File: config.mk
export PLATFORM = sky130hd
export DESIGN_NAME = salc_lru_update
export DESIGN_NICKNAME = d
export VERILOG_FILES = /design/src/hw/rtl/salc_pkg.sv /design/src/hw/rtl/salc_lru_update.sv
export SDC_FILE = /design/constraint.sdc
export NUM_CORES = 1
export LEC_CHECK = 0
export ABC_AREA = 1
export BUFFER_PORTS_ARGS = -buffer_cell sky130_fd_sc_hd__buf_4
export CORE_AREA = 2 2 241 243
export DETAILED_ROUTE_END_ITERATION = 12
export DIE_AREA = 0 0 243 245
export GPL_TIMING_DRIVEN = 0
export SYNTH_ARGS = -nofsm -noshare
export SYNTH_HDL_FRONTEND = slang
export SYNTH_SLANG_ARGS = --single-unit
File: constraint.sdc
create_clock -name vclk -period 16.35
set_input_delay 4.0875 -clock vclk [all_inputs]
set_output_delay 4.0875 -clock vclk [all_outputs]
set_load 0.01 [all_outputs]
File: src/hw/rtl/salc_pkg.sv
// Shared types and constants for the set-associative LRU cache simulator.
// No dependencies; imported by every RTL module of the block.
`timescale 1ns / 1ps

package salc_pkg;

  // Item field layout
  localparam int ACTION_W    = 2;
  localparam int ADDR_W      = 32;
  localparam int IN_ADDR_LSB = ACTION_W;
  localparam int IN_TDATA_W  = 40;   // 34 bits of fields, padded to bytes

  localparam int HITS_W      = 2;
  localparam int SUM_W       = 32;
  localparam int OUT_TDATA_W = 104;  // 100 bits of fields, padded to bytes

  // Config registers
  localparam int CFG_IDX_W   = 2;
  localparam int CFG_DATA_W  = 5;
  localparam int SET_BITS_W  = 3;
  localparam int WAYS_CFG_W  = 4;
  localparam int BLK_BITS_W  = 5;

  localparam logic [CFG_IDX_W-1:0] CFG_SET_BITS   = 2'd0;
  localparam logic [CFG_IDX_W-1:0] CFG_WAYS       = 2'd1;
  localparam logic [CFG_IDX_W-1:0] CFG_BLOCK_BITS = 2'd2;

  // Recency rank
  localparam int                AGE_W   = 3;
  localparam logic [AGE_W-1:0]  AGE_MAX = 3'd7;

  typedef enum logic [ACTION_W-1:0] {
    ACT_LOAD   = 2'd0,
    ACT_STORE  = 2'd1,
    ACT_MODIFY = 2'd2,
    ACT_NONE   = 2'd3
  } salc_action_e;

  typedef enum logic [1:0] {
    ST_CLEAR,
    ST_IDLE,
    ST_EXEC
  } salc_state_e;

  // Outcome of one lookup
  typedef struct packed {
    logic hit;
    logic evict;
  } salc_stat_t;

  function automatic logic [AGE_W-1:0] age_inc(input logic [AGE_W-1:0] a);
    age_inc = (a == AGE_MAX) ? a : a + AGE_W'(1);
  endfunction

endpackage

File: src/hw/rtl/salc_lru_update.sv
// Lookup and LRU update of one set row: hit search, victim pick, rank ageing.
// Pure combinational; uses salc_pkg.
`timescale 1ns / 1ps

module salc_lru_update
  import salc_pkg::*;
#(
  parameter int WAYS   = 8,
  parameter int TAG_W  = 32,
  parameter int WCNT_W = 4
) (
  input  logic                        access_i,
  input  logic [TAG_W-1:0]            tag_i,
  input  logic [WCNT_W-1:0]           ways_i,
  input  logic [WAYS-1:0]             row_valid_i,
  input  logic [WAYS-1:0][TAG_W-1:0]  row_tag_i,
  input  logic [WAYS-1:0][AGE_W-1:0]  row_age_i,
  output logic [WAYS-1:0]             new_valid_o,
  output logic [WAYS-1:0][TAG_W-1:0]  new_tag_o,
  output logic [WAYS-1:0][AGE_W-1:0]  new_age_o,
  output salc_stat_t                  stat_o
);

  localparam int WIDX_W = (WAYS > 1) ? $clog2(WAYS) : 1;

  logic [WAYS-1:0]   used;
  logic [WAYS-1:0]   hit_vec;
  logic              hit;
  logic [WIDX_W-1:0] hit_idx;
  logic              any_free;
  logic [WIDX_W-1:0] free_idx;
  logic [AGE_W-1:0]  best;
  logic [WIDX_W-1:0] lru_idx;
  logic [WIDX_W-1:0] victim;
  logic [AGE_W-1:0]  hit_rank;

  always_comb begin
    hit      = 1'b0;
    hit_idx  = '0;
    any_free = 1'b0;
    free_idx = '0;
    for (int w = 0; w < WAYS; w++) begin
      used[w]    = WCNT_W'(w) < ways_i;
      hit_vec[w] = used[w] && row_valid_i[w] && (row_tag_i[w] == tag_i);
    end
    // lowest index wins
    for (int w = WAYS - 1; w >= 0; w--) begin
      if (hit_vec[w]) begin
        hit     = 1'b1;
        hit_idx = WIDX_W'(w);
      end
      if (used[w] && !row_valid_i[w]) begin
        any_free = 1'b1;
        free_idx = WIDX_W'(w);
      end
    end
    // largest rank, first one on a tie
    best    = '0;
    lru_idx = '0;
    for (int w = 0; w < WAYS; w++) begin
      if (used[w] && (row_age_i[w] > best)) begin
        best    = row_age_i[w];
        lru_idx = WIDX_W'(w);
      end
    end
    victim   = any_free ? free_idx : lru_idx;
    hit_rank = row_age_i[hit_idx];

    new_valid_o = row_valid_i;
    new_tag_o   = row_tag_i;
    new_age_o   = row_age_i;
    if (access_i) begin
      if (hit) begin
        for (int w = 0; w < WAYS; w++) begin
          if ((WIDX_W'(w) != hit_idx) && used[w] && row_valid_i[w] &&
              (row_age_i[w] < hit_rank)) begin
            new_age_o[w] = age_inc(row_age_i[w]);
          end
        end
        new_age_o[hit_idx] = '0;
      end else begin
        for (int w = 0; w < WAYS; w++) begin
          if ((WIDX_W'(w) != victim) && used[w] && row_valid_i[w]) begin
            new_age_o[w] = age_inc(row_age_i[w]);
          end
        end
        new_valid_o[victim] = 1'b1;
        new_tag_o[victim]   = tag_i;
        new_age_o[victim]   = '0;
      end
    end

    stat_o.hit   = access_i && hit;
    stat_o.evict = access_i && !hit && !any_free;
  end

endmodule

==> key figures, run 1 <==
Run status
  • Status: finished, violations left
  • Failing checks: negative setup slack

Yosys
  • Synth cell types: 55
  • Gate Count Post-Synth: ~2,100
  • Average cell area after synthesis: approximately 5.3 µm²
  • Mapped Area: between 0.01 and 0.015 mm²
  • Synthesized Nets: 2,422
  • Register area share after synthesis: 0%
  • YS warnings: 0

STA
  • Least-Margin Pin Slew: about 1.3 ns
  • Clock period minus worst slack: about 16 ns
  • Max Transition Viols Final: 0
  • Worst hold slack: around 8.5 ns
  • Worst rel slew slack: between 10% and 20%
  • Final setup viols: about 110
  • RSZ-0062 raised after global routing: yes
  • Fin crit share: 101%
  • Worst setup margin: -0.0993 ns
  • Hold violation count in the final report: 0
  • Max Clock Freq: 60.8 MHz

Final layout
  • Seq_cells: 0
  • FF+latch area: 0 µm²
  • Nets: a little over 3,000
  • Post-layout util: approximately a third
  • Post-Layout Cell Count: approximately 3,500
  • Leading cell type in the layout, fill and taps excluded: buf_4
  • Most frequent cells in the layout: buf_4, nand2_1, inv_1, nor2_1, o21ai_1
  • Area grow syn2layout: 73.5%
  • Fraction of layout cells with a size suffix above 1: between 40% and 50%
  • Clock buffers: 0

Placement
  • HPWL reported at the end of detailed placement: 78.0 mm
  • IO Port Bufs: 583
  • Placer Congestion: a little over 1
  • Pre-CTS WS: -1.69 ns
  • Placed insts: roughly 3,400

Detailed routing
  • Detailed Route Iter0 Violations: about 2,100
  • Drt drc: 0
  • Wire length per cell: 26.9 µm
  • Drt first pass iters: 8
  • DRT Wirelength: 94.4 mm
  • Vias: about 18,000
  • ANT nets after route: 0
  • Vias per inst: slightly above 5

Die
  • Die height: 245 µm
  • Die width: 243 µm
  • Die area: approximately 0.060 mm²
  • Standard-cell rows: 88
  • Core area: between 0.05 and 0.06 mm²
  • I/O pins: 615
  • Starting Density: 19.1%

Setup path
  • CP Max Fanout: 10
  • Critical path class: in -> out
  • CP bufs+invs: 11
  • CP max stage delay: just under 0.3 ns
  • Critical path's most frequent cell: nand2_2
  • Worst Setup End Kind: primary output
  • WP depth: between 60 and 70
  • Crit-path slowest cell: ha_1
  • CP Launch Type: input pin
  • CP delay by family, top: simple AND/OR/NAND/NOR gates
  • Worst EP arrival: 12.36 ns
  • Worst endpoint required time: 12.26 ns

Hold path
  • Hold depth: 4
  • Hold_sp: row_tag_i[40]
  • Hold Path End: new_tag_o[40]
  • Worst hold path class: in -> out

GRT
  • Total congestion overflow: 0
  • Vias in the first global route: 16,600
  • GR peak layer: met2
  • Met2 GRT Util: about half
  • GRT Util Overall: 28.9%
  • Met1 global-route usage: a little under two fifths
  • First-pass GRT wire length: approximately 120 mm
  • Global-route track usage on met3: 4.71%
  • Initial antenna violation count: 15
  • Largest net degree at the start of global routing: 11

Run
  • Number of max-cap violations: 0

Pwr
  • Pwr Total: 0.788 mW
  • Power per cell area: between 40 and 50 mW/mm²
  • Peak VDD IR: around 0.022 mV
  • Leak pwr: ~9.5 nW
## stage by stage
| stage | TNS [ns] | instance area (µm²) |
|---|---|---|
| final | -3.02 | 18900 |
| after CTS | 0 | 17000 |
| after floorplan | 0 | 10900 |
| after global placement | -382.91 | 16200 |
| after global routing | -74.06 | 18900 |
| after detailed placement | -397.64 | 16200 |
## final cells by class
cell class         instances  area [µm²]
diodes                    11        27.5
plain buffers            108        1080
fillers                 6497       38100
inverters                214         831
multi-input cells       1737       10600
well taps                765         957
repair buffers           669        5470
## cell families (layout without fill, tap and decap cells)
logic type      Yosys count  after routing  synth area share [%]
fa+ha+maj                38             38                  4.36
compound gates          358            358                  18.0
buf+inv                 322            991                  14.1
xor+xnor                209            209                  16.8
simple gates           1132           1132                  46.8
other cells               0             11                     0
## per-layer routing
layer	vias to the layer above	wire, µm	share of wire, %
met5	-	31	0.033
met4	6	4490	4.8
met3	211	8120	8.6
met2	1226	43100	46
met1	8506	38700	41
li1	8128	-	-
## synth_stat cells (4+ instances only)
library cell  count  area, µm²
nand2_1         610       2290
inv_1           204        766
o21ai_1         200       1000
nor2_1          156        586
xnor2_1         143       1250
nand3_1         122        611
nand4_1          86        538
o21ai_0          72        360
xor2_1           66        578
buf_2            44        220
a21oi_1          38        190
ha_1             38        475
or2_2            37        231
buf_6            32        360
nor4_1           30        188
nor3_1           27        135
o21ai_2          23        201
clkbuf_1         20       75.1
nand2_2          18        113
nand3b_1         10       75.1
buf_4             8       60.1
inv_2             7       26.3
nor3b_1           7       52.6
nand3_2           5       50.1
nor2_2            5       31.3
a211oi_1          4       30.0
nand2_4           4       45.0
## what timing repair did
item                                    4_1_cts  5_1_grt
cloned                                        2       15
hold buffers                                  0        0
pin swaps                                    23       53
endpoints found under the setup margin      288      288
gates resized for setup                     105      399
setup buffers                                44       27
## power by group
part / leakage [nW] / internal (mW) / total (mW) / switching, mW
clock network: 0.0000697 / 0.0000000904 / 0.0000000904 / 0
logic: 9.51 / 0.335 / 0.788 / 0.453
registers: 0 / 0 / 0 / 0
## worst max path at each step
stage / endpoint / from / slack (ns)
3_3_place_gp: new_valid_o[1] / row_age_i[0] / -1.64
2_1_floorplan: new_tag_o[133] / row_age_i[0] / 0.43
3_5_place_dp: new_valid_o[1] / row_age_i[0] / -1.69
4_1_cts: new_tag_o[171] / row_age_i[0] / 0.006
6_report: new_tag_o[115] / row_age_i[0] / -0.1
5_1_grt: new_tag_o[52] / row_age_i[0] / -0.37
No activity file was read; power rests on OpenSTA's default activity.
==> run 2, diff against run 1 <==
==> constraint.sdc (replaced) <==
create_clock -name vclk -period 16.1
set_input_delay 4.025 -clock vclk [all_inputs]
set_output_delay 4.025 -clock vclk [all_outputs]
set_load 0.01 [all_outputs]
==> key figures, run 2 (synthesized netlist as in run 1, its figures left out) <==
Run status
  • Status: finished, violations left (unchanged)
  • Failing checks: negative setup slack (unchanged)

Setup path
  • Critical path class: in -> out (unchanged)
  • Crit-path slowest cell: ha_4 (was ha_1)
  • Critical path's most frequent cell: nand2_2 (unchanged)
  • CP max stage delay: 0.29 ns (about the same)
  • Worst EP arrival: 12.21 ns (was 12.36 ns)
  • CP Max Fanout: 7 (was 10)
  • Worst Setup End Kind: primary output (unchanged)
  • CP Launch Type: input pin (unchanged)
  • Worst endpoint required time: 12.07 ns (was 12.26 ns)

GRT
  • Largest net degree at the start of global routing: 11 (unchanged)
  • First-pass GRT wire length: 124 mm (about the same)
  • Vias in the first global route: 16,600 (about the same)
  • GRT Util Overall: 28.9% (about the same)
  • Total congestion overflow: 0 (unchanged)
  • Initial antenna violation count: 15 (unchanged)

Final layout
  • Fraction of layout cells with a size suffix above 1: 40.7% (was 40.6%)
  • Most frequent cells in the layout: buf_4, nand2_1, inv_1, nor2_1, o21ai_1 (unchanged)
  • Area grow syn2layout: 73.8% (was 73.5%)
  • FF+latch area: 0 µm² (unchanged)
  • Seq_cells: 0 (unchanged)
  • Fin area: 0.0190 mm² (was 0.0189 mm²)
  • Nets: 3,092 (was 3,093)
  • Leading cell type in the layout, fill and taps excluded: buf_4 (unchanged)
  • Post-layout util: 33.2% (about the same)
  • Clock buffers: 0 (unchanged)

Pwr
  • Switch Pwr: 0.461 mW (was 0.453 mW)
  • Peak VDD IR: 0.0230 mV (was 0.0222 mV)
  • Logic pwr share: 100.0% (about the same)
  • Power share of the clock group: 0% (about the same)
  • Sw frac: 57.6% (was 57.5%)
  • Leak pwr: 9.48 nW (was 9.51 nW)
  • Pwr Total: 0.800 mW (was 0.788 mW)
  • Reg power frac: 0% (about the same)
  • Power per cell area: 42.2 mW/mm² (was 41.6 mW/mm²)
  • P_int: 0.339 mW (was 0.335 mW)

Die
  • Die height: 245 µm (unchanged)
  • Core area: 0.0570 mm² (unchanged)
  • Starting Density: 19.1% (unchanged)
  • I/O pins: 615 (unchanged)
  • Die width: 243 µm (unchanged)
  • Die area: 0.0595 mm² (unchanged)
  • Standard-cell rows: 88 (unchanged)

STA
  • Max Clock Freq: approximately 60 MHz
  • Max Transition Viols Final: 0 (unchanged)
  • Final setup viols: 236 (was 106)
  • RSZ-0062 raised after global routing: yes (unchanged)
  • Worst rel slew slack: 9.84% (was 15.5%)
  • Worst setup margin: -0.133 ns (was -0.0993 ns)
  • Worst hold slack: 8.35 ns (was 8.48 ns)
  • Hold violation count in the final report: 0 (unchanged)
  • Least-Margin Pin Slew: 1.35 ns (was 1.26 ns)
  • Fin crit share: 101%
  • Clock period minus worst slack: 16.23 ns

Detailed routing
  • ANT nets after route: 0 (unchanged)
  • Detailed Route Iter0 Violations: 2,066 (was 2,118)
  • Wire length per cell: 27.0 µm (was 26.9 µm)
  • Vias: 18,100 (about the same)
  • DRT Wirelength: 94.6 mm (was 94.4 mm)
  • Drt first pass iters: 6 (was 8)
  • Drt drc: 0 (unchanged)
  • Vias per inst: 5.17 (was 5.16)

Placement
  • Placement Cell Area: 0.0162 mm² (unchanged)
  • Placer Congestion: 1.03 (unchanged)
  • HPWL reported at the end of detailed placement: 78.0 mm (unchanged)
  • IO Port Bufs: 583 (unchanged)
  • Pre-CTS WS: -1.82 ns (was -1.69 ns)

Hold path
  • Worst hold path class: in -> out (unchanged)
  • Hold depth: 4 (unchanged)

Run
  • Number of max-cap violations: 0 (unchanged)
==> run 2: cell count changes in the layout (fill, tap and decap cells not counted), sizes merged <==
| cell | delta |
|---|---|
| clkbuf | -5 |
| buf | +4 |
| clkinv | +1 |
| inv | -1 |
==> run 2: timing repair <==
action | CTS | global route
gates cloned | 2 | 13
hold buffers | 0 | 0
setup buffers | 46 | 24
pin swaps | 28 | 47
resized for setup | 115 | 393
endpoints found under the setup margin | 288 | 288
==> run 2: power by group through the flow <==
stage	sequential, mW	combinational (mW)	clock, mW
final	0	0.800	0.0000000918
after global routing	0	0.842	0.0000000833
after CTS	0	0.699	0
after detailed placement	0	0.631	0
after global placement	0	0.631	0
after floorplan	0	0.320	0
==> run 2: path summary, 6_finish.rpt <==
check,slack (ns),startpoint,to
worst max-delay path,-0.13,row_age_i[0],new_tag_o[213]
worst min-delay path,8.35,row_tag_i[217],new_tag_o[217]
==> run 2: per-stage QoR <==
| stage | instances | TNS (ns) |
|---|---|---|
| detailed placement | 3407 | -433.64 |
| CTS | 3455 | 0 |
| global route | 3502 | -111.52 |
| finish | 3503 | -13.21 |
| global placement | 3407 | -418.91 |
| floorplan | 2059 | 0 |
==> run 2: routing by layer <==
metal / vias to the layer above / wire length [µm] / track usage (%)
met5: - / 31 / 0
met4: 6 / 4380 / 11.1
met3: 213 / 8610 / 4.57
met2: 1260 / 43500 / 48.5
met1: 8507 / 38100 / 37.2
li1: 8126 / - / -
==> run 2: area by class of cell <==
type | count | area (µm²)
inverter | 214 | 833
fill | 6490 | 38100
antenna | 11 | 27.5
timing repair buffer | 668 | 5460
tap | 765 | 957
multi-input combinational | 1737 | 10600
buffer | 108 | 1030
==> run 2: critical path: cells and delay by family <==
kind | cells | cell delay (ns)
AO/OA/AOI/OAI | 12 | 1.43
AND/OR/NAND/NOR | 35 | 3.31
buffers and inverters | 14 | 1.44
adder cells (fa/ha/maj) | 8 | 1.96
==> run 3, diff against run 2 <==
--- a/config.mk
+++ b/config.mk
@@ -7,9 +7,9 @@
 export LEC_CHECK = 0
 export ABC_AREA = 1
 export BUFFER_PORTS_ARGS = -buffer_cell sky130_fd_sc_hd__buf_4
-export CORE_AREA = 2 2 241 243
+export CORE_AREA = 10 10 229 231
 export DETAILED_ROUTE_END_ITERATION = 12
-export DIE_AREA = 0 0 243 245
+export DIE_AREA = 0 0 239 241
 export GPL_TIMING_DRIVEN = 0
 export SYNTH_ARGS = -nofsm -noshare
 export SYNTH_HDL_FRONTEND = slang
==> key figures, run 3 (synthesized netlist as in run 1, its figures left out) <==
Pwr
  • Leak pwr: 9.65 nW (was 9.48 nW)
  • Peak VDD IR: 0.0223 mV (was 0.0230 mV)
  • Power per cell area: 42.1 mW/mm² (was 42.2 mW/mm²)
  • Pwr Total: 0.810 mW (was 0.800 mW)

GRT
  • First-pass GRT wire length: 126 mm (was 124 mm)
  • GRT Util Overall: 30.2% (was 28.9%)
  • Largest net degree at the start of global routing: 11 (unchanged)
  • Vias in the first global route: 16,800 (was 16,600)
  • Initial antenna violation count: 16 (was 15)
  • Total congestion overflow: 0 (unchanged)

Run status
  • Failing checks: negative setup slack (unchanged)
  • Status: finished, violations left (unchanged)

Setup path
  • CP Launch Type: input pin (unchanged)
  • CP max stage delay: 0.32 ns (was 0.29 ns)
  • Worst endpoint required time: 12.07 ns (about the same)
  • CP Max Fanout: 10 (was 7)
  • Critical path's most frequent cell: nand2_4 (was nand2_2)
  • Crit-path slowest cell: o21ai_0 (was ha_4)
  • Worst EP arrival: 12.10 ns (was 12.21 ns)
  • Critical path class: in -> out (unchanged)
  • Worst Setup End Kind: primary output (unchanged)

Placement
  • Placement Cell Area: 0.0161 mm² (was 0.0162 mm²)
  • HPWL reported at the end of detailed placement: 79.9 mm (was 78.0 mm)
  • Placer Congestion: 1.02 (was 1.03)
  • Pre-CTS WS: -1.76 ns (was -1.82 ns)
  • IO Port Bufs: 583 (unchanged)

Final layout
  • Area grow syn2layout: 76.4% (was 73.8%)
  • Most frequent cells in the layout: buf_4, nand2_1, inv_1, o21ai_1, nor2_1 (was buf_4, nand2_1, inv_1, nor2_1, o21ai_1)
  • Nets: 3,090 (was 3,092)
  • Leading cell type in the layout, fill and taps excluded: buf_4 (unchanged)
  • Fin area: 0.0192 mm² (was 0.0190 mm²)
  • Fraction of layout cells with a size suffix above 1: 41.5% (was 40.7%)
  • Seq_cells: 0 (unchanged)
  • Post-layout util: 40.5% (was 33.2%)
  • Clock buffers: 0 (unchanged)
  • FF+latch area: 0 µm² (unchanged)

Detailed routing
  • Detailed Route Iter0 Violations: 1,827 (was 2,066)
  • Wire length per cell: 28.6 µm (was 27.0 µm)
  • Vias: 18,000 (was 18,100)
  • Met1 WL: 37.5 mm (was 38.1 mm)
  • Met3 WL: 9.29 mm (was 8.61 mm)
  • Vias per inst: 5.36 (was 5.17)
  • Drt drc: 0 (unchanged)
  • Drt first pass iters: 5 (was 6)
  • Highest routing layer actually used: met5 (unchanged)
  • DRT Wirelength: 95.9 mm (was 94.6 mm)
  • ANT nets after route: 0 (unchanged)
  • DR WL met2: 45.4 mm (was 43.5 mm)

STA
  • Worst setup margin: -0.0209 ns (was -0.133 ns)
  • Max Transition Viols Final: 0 (unchanged)
  • Least-Margin Pin Slew: 1.28 ns (was 1.35 ns)
  • Final setup viols: 2 (was 236)
  • Max Clock Freq: 62.0 MHz (was 61.6 MHz)
  • Clock period minus worst slack: 16.12 ns (was 16.23 ns)
  • RSZ-0062 raised after global routing: yes (unchanged)
  • Worst rel slew slack: 14.4% (was 9.84%)
  • Fin crit share: 100% (was 101%)
  • Hold violation count in the final report: 0 (unchanged)

Die
  • Starting Density: 22.9% (was 19.1%)
  • Die width: 239 µm (was 243 µm)
  • I/O pins: 615 (unchanged)
  • Die area: 0.0576 mm² (was 0.0595 mm²)
  • Core area: 0.0475 mm² (was 0.0570 mm²)
  • Die height: 241 µm (was 245 µm)
  • Standard-cell rows: 80 (was 88)

Clocking
  • Hold buffer count at CTS: 0 (unchanged)

Run
  • Number of max-cap violations: 0 (unchanged)

Hold path
  • Worst hold path class: in -> out (unchanged)
  • Hold depth: 4 (unchanged)
## run 3: repair_timing
action	in CTS	in global routing
buffers inserted	40	22
gates cloned	4	17
endpoints found under the setup margin	288	288
resized for setup	166	436
pin swaps	35	55
## run 3: critical path: cells and delay by family
kind                     cells  cell delay (ns)
AO/OA/AOI/OAI               11             1.49
adder cells (fa/ha/maj)      8             1.94
buffers and inverters       12             1.18
AND/OR/NAND/NOR             34             3.40
## run 3: where the power goes
group          leakage [nW]  internal (mW)  switching (mW)
clock network     0.0000697   0.0000000924               0
logic                  9.65          0.347           0.463
registers                 0              0               0
total                  9.65          0.347           0.463
## run 3: path summary, 6_finish.rpt
kind                      startpoint             end
worst max-delay path    row_age_i[1]   new_tag_o[81]
worst min-delay path  row_tag_i[150]  new_tag_o[150]
## run 3: area by class of cell
class	count	area [µm²]
Antenna cell	11	27.5
Buffer	108	1110
Fill cell	5153	28300
Inverter	214	825
Multi-Input combinational cell	1737	10800
Tap cell	615	769
Timing Repair Buffer	666	5680
## run 3: layer usage
layer | up-vias | GRT usage [%]
li1 | 8118 | -
met5 | - | 0
met3 | 184 | 6.70
met2 | 1135 | 51.6
met1 | 8510 | 37.0
met4 | 6 | 9.70
## run 3: metrics by stage
step	std cells	hold slack, ns	setup TNS (ns)
2_1_floorplan	2059	8.16	0
3_3_place_gp	3257	8.36	-391.42
3_5_place_dp	3257	8.36	-374.40
4_1_cts	3301	8.36	-1.33
6_report	3351	8.35	-0.0289
5_1_grt	3349	8.37	-89.22
